$ cat src/rtl/fwslp_pkg.sv
`default_nettype none
// ----------------------------------------------------------------------------
// fwslp_pkg
// Shared types and constants of the FIFO window hash set.
// ----------------------------------------------------------------------------
package fwslp_pkg;
    localparam int KEY_W  = 31;
    localparam int WIN_W  = 7;
    localparam int FIFO_DEPTH = 64;
    localparam int FIFO_AW = 6;

    typedef enum logic [1:0] {
        ST_EMPTY = 2'd0,
        ST_OCC   = 2'd1,
        ST_TOMB  = 2'd2
    } t_slot_st;

    typedef enum logic [3:0] {
        S_CLEAR,
        S_IDLE,
        S_LOAD,
        S_PROBE,
        S_FIFO_WAIT,
        S_EV_LOAD,
        S_EV_PROBE,
        S_INS_PROBE,
        S_DONE
    } t_state;

    // Probe modes of the datapath walker.
    typedef enum logic [1:0] {
        PM_FIND,
        PM_FREE
    } t_pmode;

    typedef struct packed {
        logic      load_key;   // capture input key and start its home slot
        logic      hash_old;   // start the home slot of the FIFO head key
        logic      load_home;  // start walk at the computed home slot
        logic      save_home;  // keep the computed home slot of the input key
        logic      restart;    // restart walk for the captured input key
        logic      step;       // advance one slot
        t_pmode    mode;
        logic      clear;      // current slot becomes empty
        logic      mark_tomb;  // current slot becomes a tombstone
        logic      write_occ;  // store input key in current slot
        logic      fifo_rd;    // read head entry
        logic      pop;
        logic      push;
        logic      set_hit;
        logic      set_ev;
        logic      clr_result;
    } t_cmd;

    typedef struct packed {
        logic match;     // current slot is occupied and holds the probe key
        logic stop;      // slot empty (find) or not occupied (free)
        logic last;      // walk has visited every slot
        logic need_pop;  // fifo holds the effective window
        logic can_push;
    } t_sts;
endpackage
`default_nettype wire

$ cat src/rtl/fwslp_if.sv
`default_nettype none
// ----------------------------------------------------------------------------
// fwslp_in_if / fwslp_out_if
// Valid/ready channels for keys and results.
// ----------------------------------------------------------------------------
interface fwslp_in_if;
    logic        valid;
    logic        ready;
    logic [30:0] key_in;
    modport source (output valid, output key_in, input ready);
    modport sink (input valid, input key_in, output ready);
endinterface

interface fwslp_out_if;
    logic        valid;
    logic        ready;
    logic        hit;
    logic        evicted_valid;
    logic [30:0] evicted_key;
    logic [6:0]  occupancy;
    modport source (output valid, output hit, output evicted_valid,
                    output evicted_key, output occupancy, input ready);
    modport sink (input valid, input hit, input evicted_valid,
                  input evicted_key, input occupancy, output ready);
endinterface
`default_nettype wire

$ cat src/rtl/fifo_window_set_linear_probe_unit.sv
`default_nettype none
// ----------------------------------------------------------------------------
// fifo_window_set_linear_probe_unit
// FIFO window of recent distinct keys held in a linear-probing hash set.
// ----------------------------------------------------------------------------
// Sequence: a hit walks P slots; a miss with room walks P, then I; a miss that evicts
//   walks P, E and I; P, E and I are the lookup, eviction and insertion walks (one slot per cycle).
// Handshake: the next key is accepted in the cycle after the result is taken.
// Reset: synchronous active low; FIFO empty, window 64, and the slot table is
//   cleared slot by slot after reset while the input is held off.
// ----------------------------------------------------------------------------
module fifo_window_set_linear_probe_unit #(
    parameter int TABLE_SIZE = 64
) (
    input  wire logic       i_clk,
    input  wire logic       i_rst_n,
    input  wire logic       i_cfg_we,
    input  wire logic [6:0] i_cfg_wdata,
    fwslp_in_if.sink        in_if,
    fwslp_out_if.source     out_if
);
    import fwslp_pkg::*;

    logic [WIN_W-1:0] r_window;
    t_cmd w_cmd;
    t_sts w_sts;

    always_ff @(posedge i_clk) begin
        if (!i_rst_n) r_window <= WIN_W'(64);
        else if (i_cfg_we) r_window <= i_cfg_wdata;
    end

    fwslp_ctrl u_ctrl (
        .i_clk       (i_clk),
        .i_rst_n     (i_rst_n),
        .i_in_valid  (in_if.valid),
        .o_in_ready  (in_if.ready),
        .o_out_valid (out_if.valid),
        .i_out_ready (out_if.ready),
        .i_sts       (w_sts),
        .o_cmd       (w_cmd)
    );

    fwslp_datapath #(.TABLE_SIZE(TABLE_SIZE)) u_dp (
        .i_clk       (i_clk),
        .i_rst_n     (i_rst_n),
        .i_key       (in_if.key_in),
        .i_window    (r_window),
        .i_cmd       (w_cmd),
        .o_sts       (w_sts),
        .o_hit       (out_if.hit),
        .o_ev_valid  (out_if.evicted_valid),
        .o_ev_key    (out_if.evicted_key),
        .o_occupancy (out_if.occupancy)
    );
endmodule
`default_nettype wire

$ cat src/rtl/fwslp_datapath.sv
`default_nettype none
// ----------------------------------------------------------------------------
// fwslp_datapath
// Slot table, FIFO memory, home slot unit, probe walker and result registers.
// ----------------------------------------------------------------------------
module fwslp_datapath #(
    parameter int TABLE_SIZE = 64
) (
    input  wire logic                  i_clk,
    input  wire logic                  i_rst_n,
    input  wire logic [30:0]           i_key,
    input  wire logic [6:0]            i_window,
    input  wire fwslp_pkg::t_cmd       i_cmd,
    output fwslp_pkg::t_sts            o_sts,
    output logic                       o_hit,
    output logic                       o_ev_valid,
    output logic [30:0]                o_ev_key,
    output logic [6:0]                 o_occupancy
);
    import fwslp_pkg::*;

    localparam int SW = (TABLE_SIZE > 1) ? $clog2(TABLE_SIZE) : 1;
    localparam int CW = $clog2(TABLE_SIZE + 1);
    localparam logic [SW-1:0] LAST_SLOT = SW'(TABLE_SIZE - 1);
    localparam logic [SW-1:0] TS_LOW = SW'(TABLE_SIZE);
    // Rounded-up reciprocal; the quotient it gives is exact for every key.
    localparam logic [31:0] RECIP =
        32'(((64'd1 << (KEY_W + SW)) + 64'(TABLE_SIZE) - 64'd1) / 64'(TABLE_SIZE));
    localparam logic [WIN_W-1:0] TS_CAP =
        (TABLE_SIZE < FIFO_DEPTH) ? WIN_W'(TABLE_SIZE) : WIN_W'(FIFO_DEPTH);

    logic [KEY_W-1:0]   r_slot_keys [TABLE_SIZE];
    logic [KEY_W-1:0]   r_fifo_keys [FIFO_DEPTH];
    t_slot_st           r_status [TABLE_SIZE];
    logic [FIFO_AW-1:0] r_head;
    logic [WIN_W-1:0]   r_count;
    logic [KEY_W-1:0]   r_key;
    logic [KEY_W-1:0]   r_probe_key;
    logic [KEY_W-1:0]   r_fifo_q;
    logic [SW-1:0]      r_slot;
    logic [CW-1:0]      r_steps;
    logic [KEY_W-1:0]   r_skey_q;
    t_slot_st           r_st_q;
    logic [KEY_W-1:0]   r_hsrc;
    logic [KEY_W-1:0]   r_hq;
    logic [SW-1:0]      r_home_key;
    logic               r_hit;
    logic               r_ev;
    logic [KEY_W-1:0]   r_ev_key;
    logic [WIN_W-1:0]   w_eff;
    logic [KEY_W-1:0]   w_hash_in;
    logic [62:0]        w_prod;
    logic [2*SW-1:0]    w_qt;
    logic [SW-1:0]      w_home;
    logic [SW-1:0]      w_rd_slot;
    logic               w_st_we;
    t_slot_st           w_st_wd;

    always_comb begin
        w_eff = (i_window == '0) ? WIN_W'(1) : i_window;
        if (w_eff > WIN_W'(FIFO_DEPTH)) w_eff = WIN_W'(FIFO_DEPTH);
        if (w_eff > TS_CAP) w_eff = TS_CAP;
    end

    // For the home slot the quotient is registered first, and the remainder
    // needs only the low slot bits of key minus quotient times table size.
    assign w_hash_in = i_cmd.load_key ? i_key : r_fifo_q;
    assign w_prod = 63'(w_hash_in) * 63'(RECIP);
    assign w_qt = {{SW{1'b0}}, r_hq[SW-1:0]} * {{SW{1'b0}}, TS_LOW};
    assign w_home = r_hsrc[SW-1:0] - w_qt[SW-1:0];

    // Slot that the walker holds next cycle; the table is read there so the
    // registered contents line up with r_slot.
    always_comb begin
        w_rd_slot = r_slot;
        if (i_cmd.load_home) w_rd_slot = w_home;
        else if (i_cmd.restart) w_rd_slot = r_home_key;
        else if (i_cmd.step) w_rd_slot = (r_slot == LAST_SLOT) ? '0 : r_slot + 1'b1;
    end

    always_comb begin
        w_st_we = i_cmd.clear || i_cmd.mark_tomb || i_cmd.write_occ;
        if (i_cmd.write_occ) w_st_wd = ST_OCC;
        else if (i_cmd.mark_tomb) w_st_wd = ST_TOMB;
        else w_st_wd = ST_EMPTY;
    end

    always_comb begin
        o_sts.match = (r_st_q == ST_OCC) && (r_skey_q == r_probe_key);
        o_sts.stop = (i_cmd.mode == PM_FIND) ? (r_st_q == ST_EMPTY)
                                             : (r_st_q != ST_OCC);
        o_sts.last = (r_steps >= CW'(TABLE_SIZE - 1));
        o_sts.need_pop = (r_count >= w_eff) && (r_count != '0);
        o_sts.can_push = (r_count < WIN_W'(FIFO_DEPTH));
    end

    always_ff @(posedge i_clk) begin
        if (!i_rst_n) begin
            r_head <= '0;
            r_count <= '0;
            r_slot <= '0;
            r_steps <= '0;
        end else begin
            if (i_cmd.pop) begin
                r_head <= r_head + 1'b1;
            end
            if (i_cmd.pop && !i_cmd.push) r_count <= r_count - 1'b1;
            if (i_cmd.push && !i_cmd.pop) r_count <= r_count + 1'b1;
            r_slot <= w_rd_slot;
            if (i_cmd.load_home || i_cmd.restart) r_steps <= '0;
            else if (i_cmd.step) r_steps <= r_steps + 1'b1;
        end
    end

    // A write to the slot being read is forwarded to the read register.
    always_ff @(posedge i_clk) begin
        if (w_st_we) r_status[r_slot] <= w_st_wd;
        if (i_cmd.write_occ) r_slot_keys[r_slot] <= r_key;
        if (w_st_we && (w_rd_slot == r_slot)) r_st_q <= w_st_wd;
        else r_st_q <= r_status[w_rd_slot];
        if (i_cmd.write_occ && (w_rd_slot == r_slot)) r_skey_q <= r_key;
        else r_skey_q <= r_slot_keys[w_rd_slot];
    end

    always_ff @(posedge i_clk) begin
        if (i_cmd.push) r_fifo_keys[FIFO_AW'(r_head + r_count[FIFO_AW-1:0])] <= r_key;
        if (i_cmd.fifo_rd) r_fifo_q <= r_fifo_keys[r_head];
        if (i_cmd.load_key) r_key <= i_key;
        if (i_cmd.load_key || i_cmd.hash_old) begin
            r_hsrc <= w_hash_in;
            r_hq <= KEY_W'(w_prod >> (KEY_W + SW));
        end
        if (i_cmd.load_home) begin
            r_probe_key <= r_hsrc;
            if (i_cmd.save_home) r_home_key <= w_home;
        end else if (i_cmd.restart) begin
            r_probe_key <= r_key;
        end
        if (i_cmd.clr_result) begin
            r_hit <= 1'b0;
            r_ev <= 1'b0;
            r_ev_key <= '0;
        end else begin
            if (i_cmd.set_hit) r_hit <= 1'b1;
            if (i_cmd.set_ev) begin
                r_ev <= 1'b1;
                r_ev_key <= r_fifo_q;
            end
        end
    end

    assign o_hit = r_hit;
    assign o_ev_valid = r_ev;
    assign o_ev_key = r_ev_key;
    assign o_occupancy = r_count;
endmodule
`default_nettype wire

$ cat src/rtl/fwslp_ctrl.sv
`default_nettype none
// ----------------------------------------------------------------------------
// fwslp_ctrl
// Sequencer: table clear, lookup walk, eviction walk, insertion walk, result
// handoff.
// ----------------------------------------------------------------------------
module fwslp_ctrl (
    input  wire logic             i_clk,
    input  wire logic             i_rst_n,
    input  wire logic             i_in_valid,
    output logic                  o_in_ready,
    output logic                  o_out_valid,
    input  wire logic             i_out_ready,
    input  wire fwslp_pkg::t_sts  i_sts,
    output fwslp_pkg::t_cmd       o_cmd
);
    import fwslp_pkg::*;

    t_state r_state, n_state;

    always_ff @(posedge i_clk) begin
        if (!i_rst_n) r_state <= S_CLEAR;
        else r_state <= n_state;
    end

    always_comb begin
        n_state = r_state;
        o_cmd = '0;
        o_cmd.mode = PM_FIND;
        o_in_ready = 1'b0;
        o_out_valid = 1'b0;
        case (r_state)
            S_CLEAR: begin
                o_cmd.clear = 1'b1;
                o_cmd.step = 1'b1;
                if (i_sts.last) n_state = S_IDLE;
            end
            S_IDLE: begin
                o_in_ready = 1'b1;
                if (i_in_valid) begin
                    o_cmd.load_key = 1'b1;
                    o_cmd.clr_result = 1'b1;
                    n_state = S_LOAD;
                end
            end
            S_LOAD: begin
                o_cmd.load_home = 1'b1;
                o_cmd.save_home = 1'b1;
                n_state = S_PROBE;
            end
            S_PROBE: begin
                if (i_sts.match) begin
                    o_cmd.set_hit = 1'b1;
                    n_state = S_DONE;
                end else if (i_sts.stop || i_sts.last) begin
                    if (i_sts.need_pop) begin
                        o_cmd.fifo_rd = 1'b1;
                        n_state = S_FIFO_WAIT;
                    end else begin
                        o_cmd.restart = 1'b1;
                        n_state = S_INS_PROBE;
                    end
                end else begin
                    o_cmd.step = 1'b1;
                end
            end
            S_FIFO_WAIT: begin
                o_cmd.hash_old = 1'b1;
                o_cmd.set_ev = 1'b1;
                o_cmd.pop = 1'b1;
                n_state = S_EV_LOAD;
            end
            S_EV_LOAD: begin
                o_cmd.load_home = 1'b1;
                n_state = S_EV_PROBE;
            end
            S_EV_PROBE: begin
                if (i_sts.match) begin
                    o_cmd.mark_tomb = 1'b1;
                    o_cmd.restart = 1'b1;
                    n_state = S_INS_PROBE;
                end else if (i_sts.stop || i_sts.last) begin
                    o_cmd.restart = 1'b1;
                    n_state = S_INS_PROBE;
                end else begin
                    o_cmd.step = 1'b1;
                end
            end
            S_INS_PROBE: begin
                o_cmd.mode = PM_FREE;
                if (!i_sts.can_push) begin
                    n_state = S_DONE;
                end else if (i_sts.stop) begin
                    o_cmd.write_occ = 1'b1;
                    o_cmd.push = 1'b1;
                    n_state = S_DONE;
                end else if (i_sts.last) begin
                    o_cmd.push = 1'b1;
                    n_state = S_DONE;
                end else begin
                    o_cmd.step = 1'b1;
                end
            end
            S_DONE: begin
                o_out_valid = 1'b1;
                if (i_out_ready) n_state = S_IDLE;
            end
            default: n_state = S_IDLE;
        endcase
    end
endmodule
`default_nettype wire

$ cat src/flat_wrapper.sv
// flat-port wrapper written by rule: the top's interface ports become plain ports
module fifo_window_set_linear_probe_unit_flat import fwslp_pkg::*;
#(
    parameter int TABLE_SIZE = 64
)
  (i_clk, i_rst_n, i_cfg_we, i_cfg_wdata, in_if_valid, in_if_key_in, in_if_ready, out_if_valid, out_if_hit, out_if_evicted_valid, out_if_evicted_key, out_if_occupancy, out_if_ready);
  fwslp_in_if in_if_i ();
  fwslp_out_if out_if_i ();
  input  wire logic i_clk;
  input  wire logic i_rst_n;
  input  wire logic i_cfg_we;
  input  wire logic [6:0] i_cfg_wdata;
  input wire logic [$bits(in_if_i.valid)-1:0] in_if_valid;
  input wire logic [$bits(in_if_i.key_in)-1:0] in_if_key_in;
  output wire logic [$bits(in_if_i.ready)-1:0] in_if_ready;
  output wire logic [$bits(out_if_i.valid)-1:0] out_if_valid;
  output wire logic [$bits(out_if_i.hit)-1:0] out_if_hit;
  output wire logic [$bits(out_if_i.evicted_valid)-1:0] out_if_evicted_valid;
  output wire logic [$bits(out_if_i.evicted_key)-1:0] out_if_evicted_key;
  output wire logic [$bits(out_if_i.occupancy)-1:0] out_if_occupancy;
  input wire logic [$bits(out_if_i.ready)-1:0] out_if_ready;
  assign in_if_i.valid = in_if_valid;
  assign in_if_i.key_in = in_if_key_in;
  assign in_if_ready = in_if_i.ready;
  assign out_if_valid = out_if_i.valid;
  assign out_if_hit = out_if_i.hit;
  assign out_if_evicted_valid = out_if_i.evicted_valid;
  assign out_if_evicted_key = out_if_i.evicted_key;
  assign out_if_occupancy = out_if_i.occupancy;
  assign out_if_i.ready = out_if_ready;
  fifo_window_set_linear_probe_unit #(.TABLE_SIZE(TABLE_SIZE)) u_core (.i_clk(i_clk), .i_rst_n(i_rst_n), .i_cfg_we(i_cfg_we), .i_cfg_wdata(i_cfg_wdata), .in_if(in_if_i), .out_if(out_if_i));
endmodule
$ cat config.mk
export PLATFORM = sky130hd
export DESIGN_NAME = fifo_window_set_linear_probe_unit_flat
export DESIGN_NICKNAME = d
export VERILOG_FILES = /design/src/rtl/fwslp_pkg.sv /design/src/rtl/fwslp_if.sv /design/src/rtl/fifo_window_set_linear_probe_unit.sv /design/src/rtl/fwslp_datapath.sv /design/src/rtl/fwslp_ctrl.sv /design/src/flat_wrapper.sv
export SDC_FILE = /design/constraint.sdc
export NUM_CORES = 2
export LEC_CHECK = 0
export BUFFER_PORTS_ARGS = -buffer_cell sky130_fd_sc_hd__clkbuf_2
export CAP_MARGIN = 20
export CELL_PAD_IN_SITES_DETAIL_PLACEMENT = 1
export CELL_PAD_IN_SITES_GLOBAL_PLACEMENT = 1
export CORE_MARGIN = 4
export CORE_UTILIZATION = 45
export DETAILED_ROUTE_END_ITERATION = 10
export MAX_ROUTING_LAYER = met4
export PLACE_DENSITY_LB_ADDON = 0.25
export SLEW_MARGIN = 20
export SYNTH_ARGS = -nofsm -noshare
export SYNTH_HDL_FRONTEND = slang
export SYNTH_SLANG_ARGS = --single-unit
$ cat constraint.sdc
create_clock -name i_clk -period 6.7 [get_ports i_clk]
set_input_delay 1.675 -clock i_clk [delete_from_list [all_inputs] [get_ports i_clk]]
set_output_delay 1.675 -clock i_clk [all_outputs]
set_load 0.05 [all_outputs]
# Word level (Yosys, flattened, before mapping)
# Memories as Yosys holds them, arrays and structs flattened. A register that Yosys moved wholly into a read port is not among the register bits.
# Cells that the tools add are included.
dict set report totals {
  latch_bits 0
  ramBits 4096
  elab_cells 136
  memories 3
  romBits 0
  out_inout_bits 42
  reg_bits 169
}
dict set report classes {
  n_eq_ne 18
  n_div 0
  order_cmp 5
  bitwise_logic 1
  reduce_logical 22
  n_mux 68
  n_addsub 6
  shifts 0
  n_mul 0
}
# name words word_bits read_ports rd_ports_with_merged_regs write_ports line
set mem_list {}
lappend mem_list {u_core.u_dp.r_fifo_keys 64 31 1 1 1 fwslp_datapath.sv:33} ;# logic [KEY_W-1:0] r_fifo_keys [FIFO_DEPTH];
lappend mem_list {u_core.u_dp.r_slot_keys 64 31 1 1 1 fwslp_datapath.sv:32} ;# logic [KEY_W-1:0] r_slot_keys [TABLE_SIZE];
lappend mem_list {u_core.u_dp.r_status 64 2 1 1 1 fwslp_datapath.sv:34} ;# t_slot_st r_status [TABLE_SIZE];
# op count
set ops {}
lappend ops {{2-to-1 mux 31 bit} 3}
lappend ops {{2-to-1 mux 4 bit} 10}
lappend ops {{2-to-1 mux 1 bit} 39}
lappend ops {{case mux 4 bit (9 select lines)} 1}
lappend ops {{2-to-1 mux 7 bit} 5}
lappend ops {{equality test 31 bit} 1}
lappend ops {{2-to-1 mux 6 bit} 4}
lappend ops {{equality test 4 x 3 -> 1 bit (second input constant)} 4}
lappend ops {{adder 7 x 1 -> 7 bit (second input constant)} 2}
lappend ops {{greater-than comparator 7 bit (second input constant)} 2}
lappend ops {{adder 6 x 1 -> 6 bit (second input constant)} 2}
lappend ops {{equality test 4 x 2 -> 1 bit (second input constant)} 2}
lappend ops {{2-to-1 mux 2 bit} 4}
lappend ops {{greater-or-equal comparator 7 x 6 -> 1 bit (second input constant)} 1}
lappend ops {{greater-or-equal comparator 7 bit} 1}
lappend ops {{zero test 7 bit} 1}
lappend ops {{less-than comparator 7 bit (second input constant)} 1}
lappend ops {{nonzero test 7 bit} 1}
lappend ops {{subtractor 7 x 1 -> 7 bit (second input constant)} 1}
lappend ops {{adder 6 bit} 1}
lappend ops {{equality test 6 bit (second input constant)} 1}
lappend ops {{inequality test 2 bit (second input constant)} 3}
lappend ops {{inequality test 3 bit (second input constant)} 2}
lappend ops {{AND reduction 6 bit} 1}
lappend ops {{other kinds (16)} 27}

# Longest topological paths before layout
dict set report logic_depth {
  ltp_word 15
  mapped_depth 26
}

# Hierarchy
# A second synthesis with hierarchy kept.
dict set report hier_totals {
  cells_unflattened 7206
  area_unflattened_um2 165025.8
}
# mod instances cells_each area_each_um2
set by_module_without_submodules {}
lappend by_module_without_submodules {fwslp_datapath 1 7117 164261.3}
lappend by_module_without_submodules {fwslp_ctrl 1 67 501.7}
lappend by_module_without_submodules {fifo_window_set_linear_probe_unit 1 22 262.8}

# Least setup slack after synthesis
# No wires, ideal clock.
dict set report synth_path {
  path_kind {reg-to-reg}
  from {register (tool-made name)}
  to {memory u_core.u_dp.r_slot_keys[55][0] (enable)}
  path_buffers 5
  period_less_slack_ns 6.555
  setup_slack_ns 0.145
  path_stages_with_launch 12
  t_arrival_ns 6.136
  cell_sequence {dfxtp_1 buf_6 buf_6 buf_6 buf_4 buf_4 mux4_2 a22oi_1 a31oi_1 a31oi_1 nand2_1 nor2_1}
}
# element line
set synth_rtl {}
lappend synth_rtl {{to (decl)} fwslp_datapath.sv:32}

==> impl_results.md <==
- DRC viols: 0
- Cell count of the worst hold path: 2
- PD cells: 324.7 nW/um^2
- Clock power share: 0.386
- Crit path max fanout: 42
- Max_cap viols: 0
- Min Tclk post-route: 6405 ps
- Max incr delay on CP: 1030 ps
- I/O Buffers: 84
- Share of layout cells above drive strength 1: 0.2803
- DR WL/cell: 38.22 um
- Worst Hold Class: flop to flop
- Critical Path RT: 7480 ps
- Vias in the first global route: 86160
- RSZ-0062 raised after global routing: false
- Root buffer cell: clkbuf_16
- Gr ovfl total: 0
- Dpl hpwl: 304900 um
- Cts bufs inserted: 435
- Initial antenna violation count: 34
- Seq/Total Area, Yosys: 0.7724
- PostCTS Resize Cnt: 0
- Final Hold Viols: 0
- Largest net degree at the start of global routing: 133
- Clock-pin slew on the worst setup and hold paths: 60 ps
- Htree depth: 5
- Global-route wire length before repair: 708800 um
- Yosys reg bits: 4302
- Final GP Congestion: 0.9734
- Die area: 379300 um^2
- Post-route ant nets: 0
- Syn_nets: 7655
- Sequential share of power: 0.487
- Initial drt markers: 11980
- Core footprint: 366900 um^2
- Ys async rst share: 0
- Hold slack: 464.5 ps
- Synth cell types: 100
- Layout area overhead: 13.84%
- Synthesized cell area: 166300 um^2
- IO Count: 85
- Crit path DAT: 7180 ps
- Hold buffer count at cts: 0
- CP Capture Type: flop
- Crit share post-route: 0.9560
- Sw frac: 0.2518
- Reg2reg path depth: 16
- Final setup viols: 0
- Power, Total: 61460 uW
- CP delay by family, top: simple AND/OR/NAND/NOR gates
- Reg2Reg Setup Slack: 290 ps
- Post-synthesis cell count: 7589
- Starting Density: 0.4531
- Switching power: 15470 uW
- Synth Warn #: 0
- Final wirelength: 512600 um
- Overall routing resource usage: 0.2749
- FMAX: 0.1561 GHz
- # nets final: 8167
- Ys flop type: edfxtp_1
- Internal Pwr Total: 45990 uW
- Critical path buffers and inverters: 4
- Clk_lat worst skew: 980 ps
- CP max-delay cell: dfxtp_4
- Slew @ Worst Pin: 1152 ps
- Worst setup SP type: flop
- Clock Tree Buf Depth: 4
- Most common cell after layout, fill and taps aside: edfxtp_1
- Most frequent cells in the layout: edfxtp_1, mux4_2, clkbuf_16
- Core Rows: 222
- Chip Height: 615.8 um
- Logic pwr share: 0.127
- Most common cell on crit path: buf_4
- Post-CTS Setup Bufs: 0
- First-pass iteration count of the detailed router: 6
- Status: finished, final reports clean
- Slew headroom: 0.2323
- Crit. path cell count: 16
- VDD IR max: 305.0 uV
- Die Width: 615.8 um
- Via/cell ratio: 6.327
- Final setup skew: 47.49 ps
- Max-slew violations: 0
- Hold path endpoint: u_core.u_dp.o_ev_key[0]$_SDFFE_PP0P_
- Clock tree sinks: 4302
- Leak Pwr: 0.05838 uW
- Avg Inst Size Synth: 21.91 um^2
- HP Start: u_core.u_dp.o_ev_key[0]$_SDFFE_PP0P_
- CTS tree: built
- Fillcell total: 31920
- Kind of critical path: flop to flop
- Vias: 84850
- EDFF count, synth: 4226
- Critical path, cell by cell: buf_4, buf_4, mux2i_1, a22oi_1, and3_1, nor4_1, buf_4, nor2_1, o31ai_1, nand4_1, nor4_1, a21oi_2, buf_4, nand4b_1, a2bb2oi_1, o21ai_2
## logic make-up (layout without fill, tap and decap cells)
| kind of cell | count (synthesis) | in the layout | synth area share |
|---|---|---|---|
| xor gates and xnor gates | 55 | 55 | 0.002897 |
| muxes | 1428 | 1428 | 0.1640 |
| buffers and inverters | 427 | 1294 | 0.01305 |
| AOI/OAI and AO/OA | 483 | 483 | 0.02060 |
| and+or+nand+nor | 871 | 871 | 0.02523 |
| adders and majority gates | 23 | 23 | 0.001821 |
| DFF | 4302 | 4302 | 0.7724 |
| other | 0 | 26 | 0 |
## metrics by stage
stage	cells	setup WS, ps	utilization	instance area [um^2]	setup TNS, ps
after floorplan	7589	145.4	-	166300	0
after global placement	12580	-600.4	0.4777	175300	-600.4
after detailed placement	12590	493.3	0.4778	175300	0
after CTS	13380	398.0	0.5153	189100	0
after global routing	13400	150.9	0.5158	189300	0
final	13410	294.5	0.5158	189300	0
## how the worst max path moves through the flow
stage	slack (ps)	endpoint	startpoint
floorplan	150	u_core.u_dp.r_slot_keys[55][0]$_DFFE_PP_	flop
global placement	-600	flop	flop
detailed placement	490	flop	flop
CTS	400	flop	flop
global route	150	flop	flop
finish	290	flop	flop
## power groups by stage
stage               sequential (uW)  clock (uW)  combinational [uW]
CTS                           29900       24100                7730
finish                        29900       23700                7790
global route                  29900       25300                8080
global placement              30500           0                7560
floorplan                     30700           0                4630
detailed placement            30500           0                7690
## tightest hold or removal path, delay by kind of cell, from the launching register on
family / cells / cell delay [ps]
AO/OA/AOI/OAI: 1 / 50
AND/OR/NAND/NOR: 1 / 50
flip-flops: 1 / 310
## cell usage after synthesis, types with 12 or more instances
cell type	instances	area (um^2)
xnor2_1	23	201.4
mux2_2	44	495.5
dfxtp_1	76	1521
clkbuf_1	188	705.7
a21oi_1	78	390.4
and2_1	14	87.58
a22oi_1	182	1366
a31oi_1	13	81.33
o22ai_1	47	294.0
nand2b_1	13	81.33
and3_1	14	87.58
nor2_1	273	1025
nand4_1	30	187.7
nand3_1	93	465.5
nor2b_1	23	143.9
buf_6	30	337.8
inv_1	17	63.81
buf_4	51	382.9
a221oi_1	14	122.6
a21o_1	17	127.6
a22o_1	12	105.1
mux4_2	1032	23240
nor3b_1	12	90.09
mux2i_1	351	3513
nand2_1	275	1032
buf_2	65	325.3
nor3_1	29	145.1
buf_1	66	247.7
xor2_1	32	280.3
o21ai_0	25	125.1
edfxtp_1	4226	126900
ha_1	21	262.8
## per-layer routing
layer / track usage / routed length, um / up-vias
met5: - / 0 / -
met4: 0.1113 / 25210 / 0
met3: 0.03842 / 42110 / 975
met2: 0.4370 / 251300 / 4519
met1: 0.3611 / 194000 / 46370
li1: - / - / 32990
## layout make-up
class | instances | area, um^2 | share of cell area
clock inverters | 251 | 2190 | 0.01157
well taps | 4928 | 6166 | 0.03258
diodes | 26 | 65.06 | 0.0003437
flip-flops and latches | 4302 | 128500 | 0.6787
clock buffers | 541 | 11570 | 0.06115
repair buffers | 482 | 3991 | 0.02109
multi-input cells | 2860 | 36760 | 0.1942
inverters | 20 | 75.07 | 0.0003966
## sequential cells by signal, indices dropped and copies added (netlist names), named ones only
register	cells
u_core.u_dp.r_fifo_keys	1984
u_core.u_dp.r_slot_keys	1984
u_core.u_dp.r_status	128
u_core.u_dp.o_ev_key	31
u_core.u_dp.r_fifo_q	31
u_core.u_dp.r_hsrc	31
u_core.u_dp.r_key	31
u_core.u_dp.r_probe_key	31
u_core.r_window	7
u_core.u_dp.o_occupancy	7
u_core.u_dp.r_steps	7
u_core.u_dp.r_head	6
u_core.u_dp.r_home_key	6
u_core.u_dp.r_slot	6
u_core.u_ctrl.r_state	4
u_core.u_dp.o_ev_valid	1
u_core.u_dp.o_hit	1
Power figures use the tool's default switching activity.
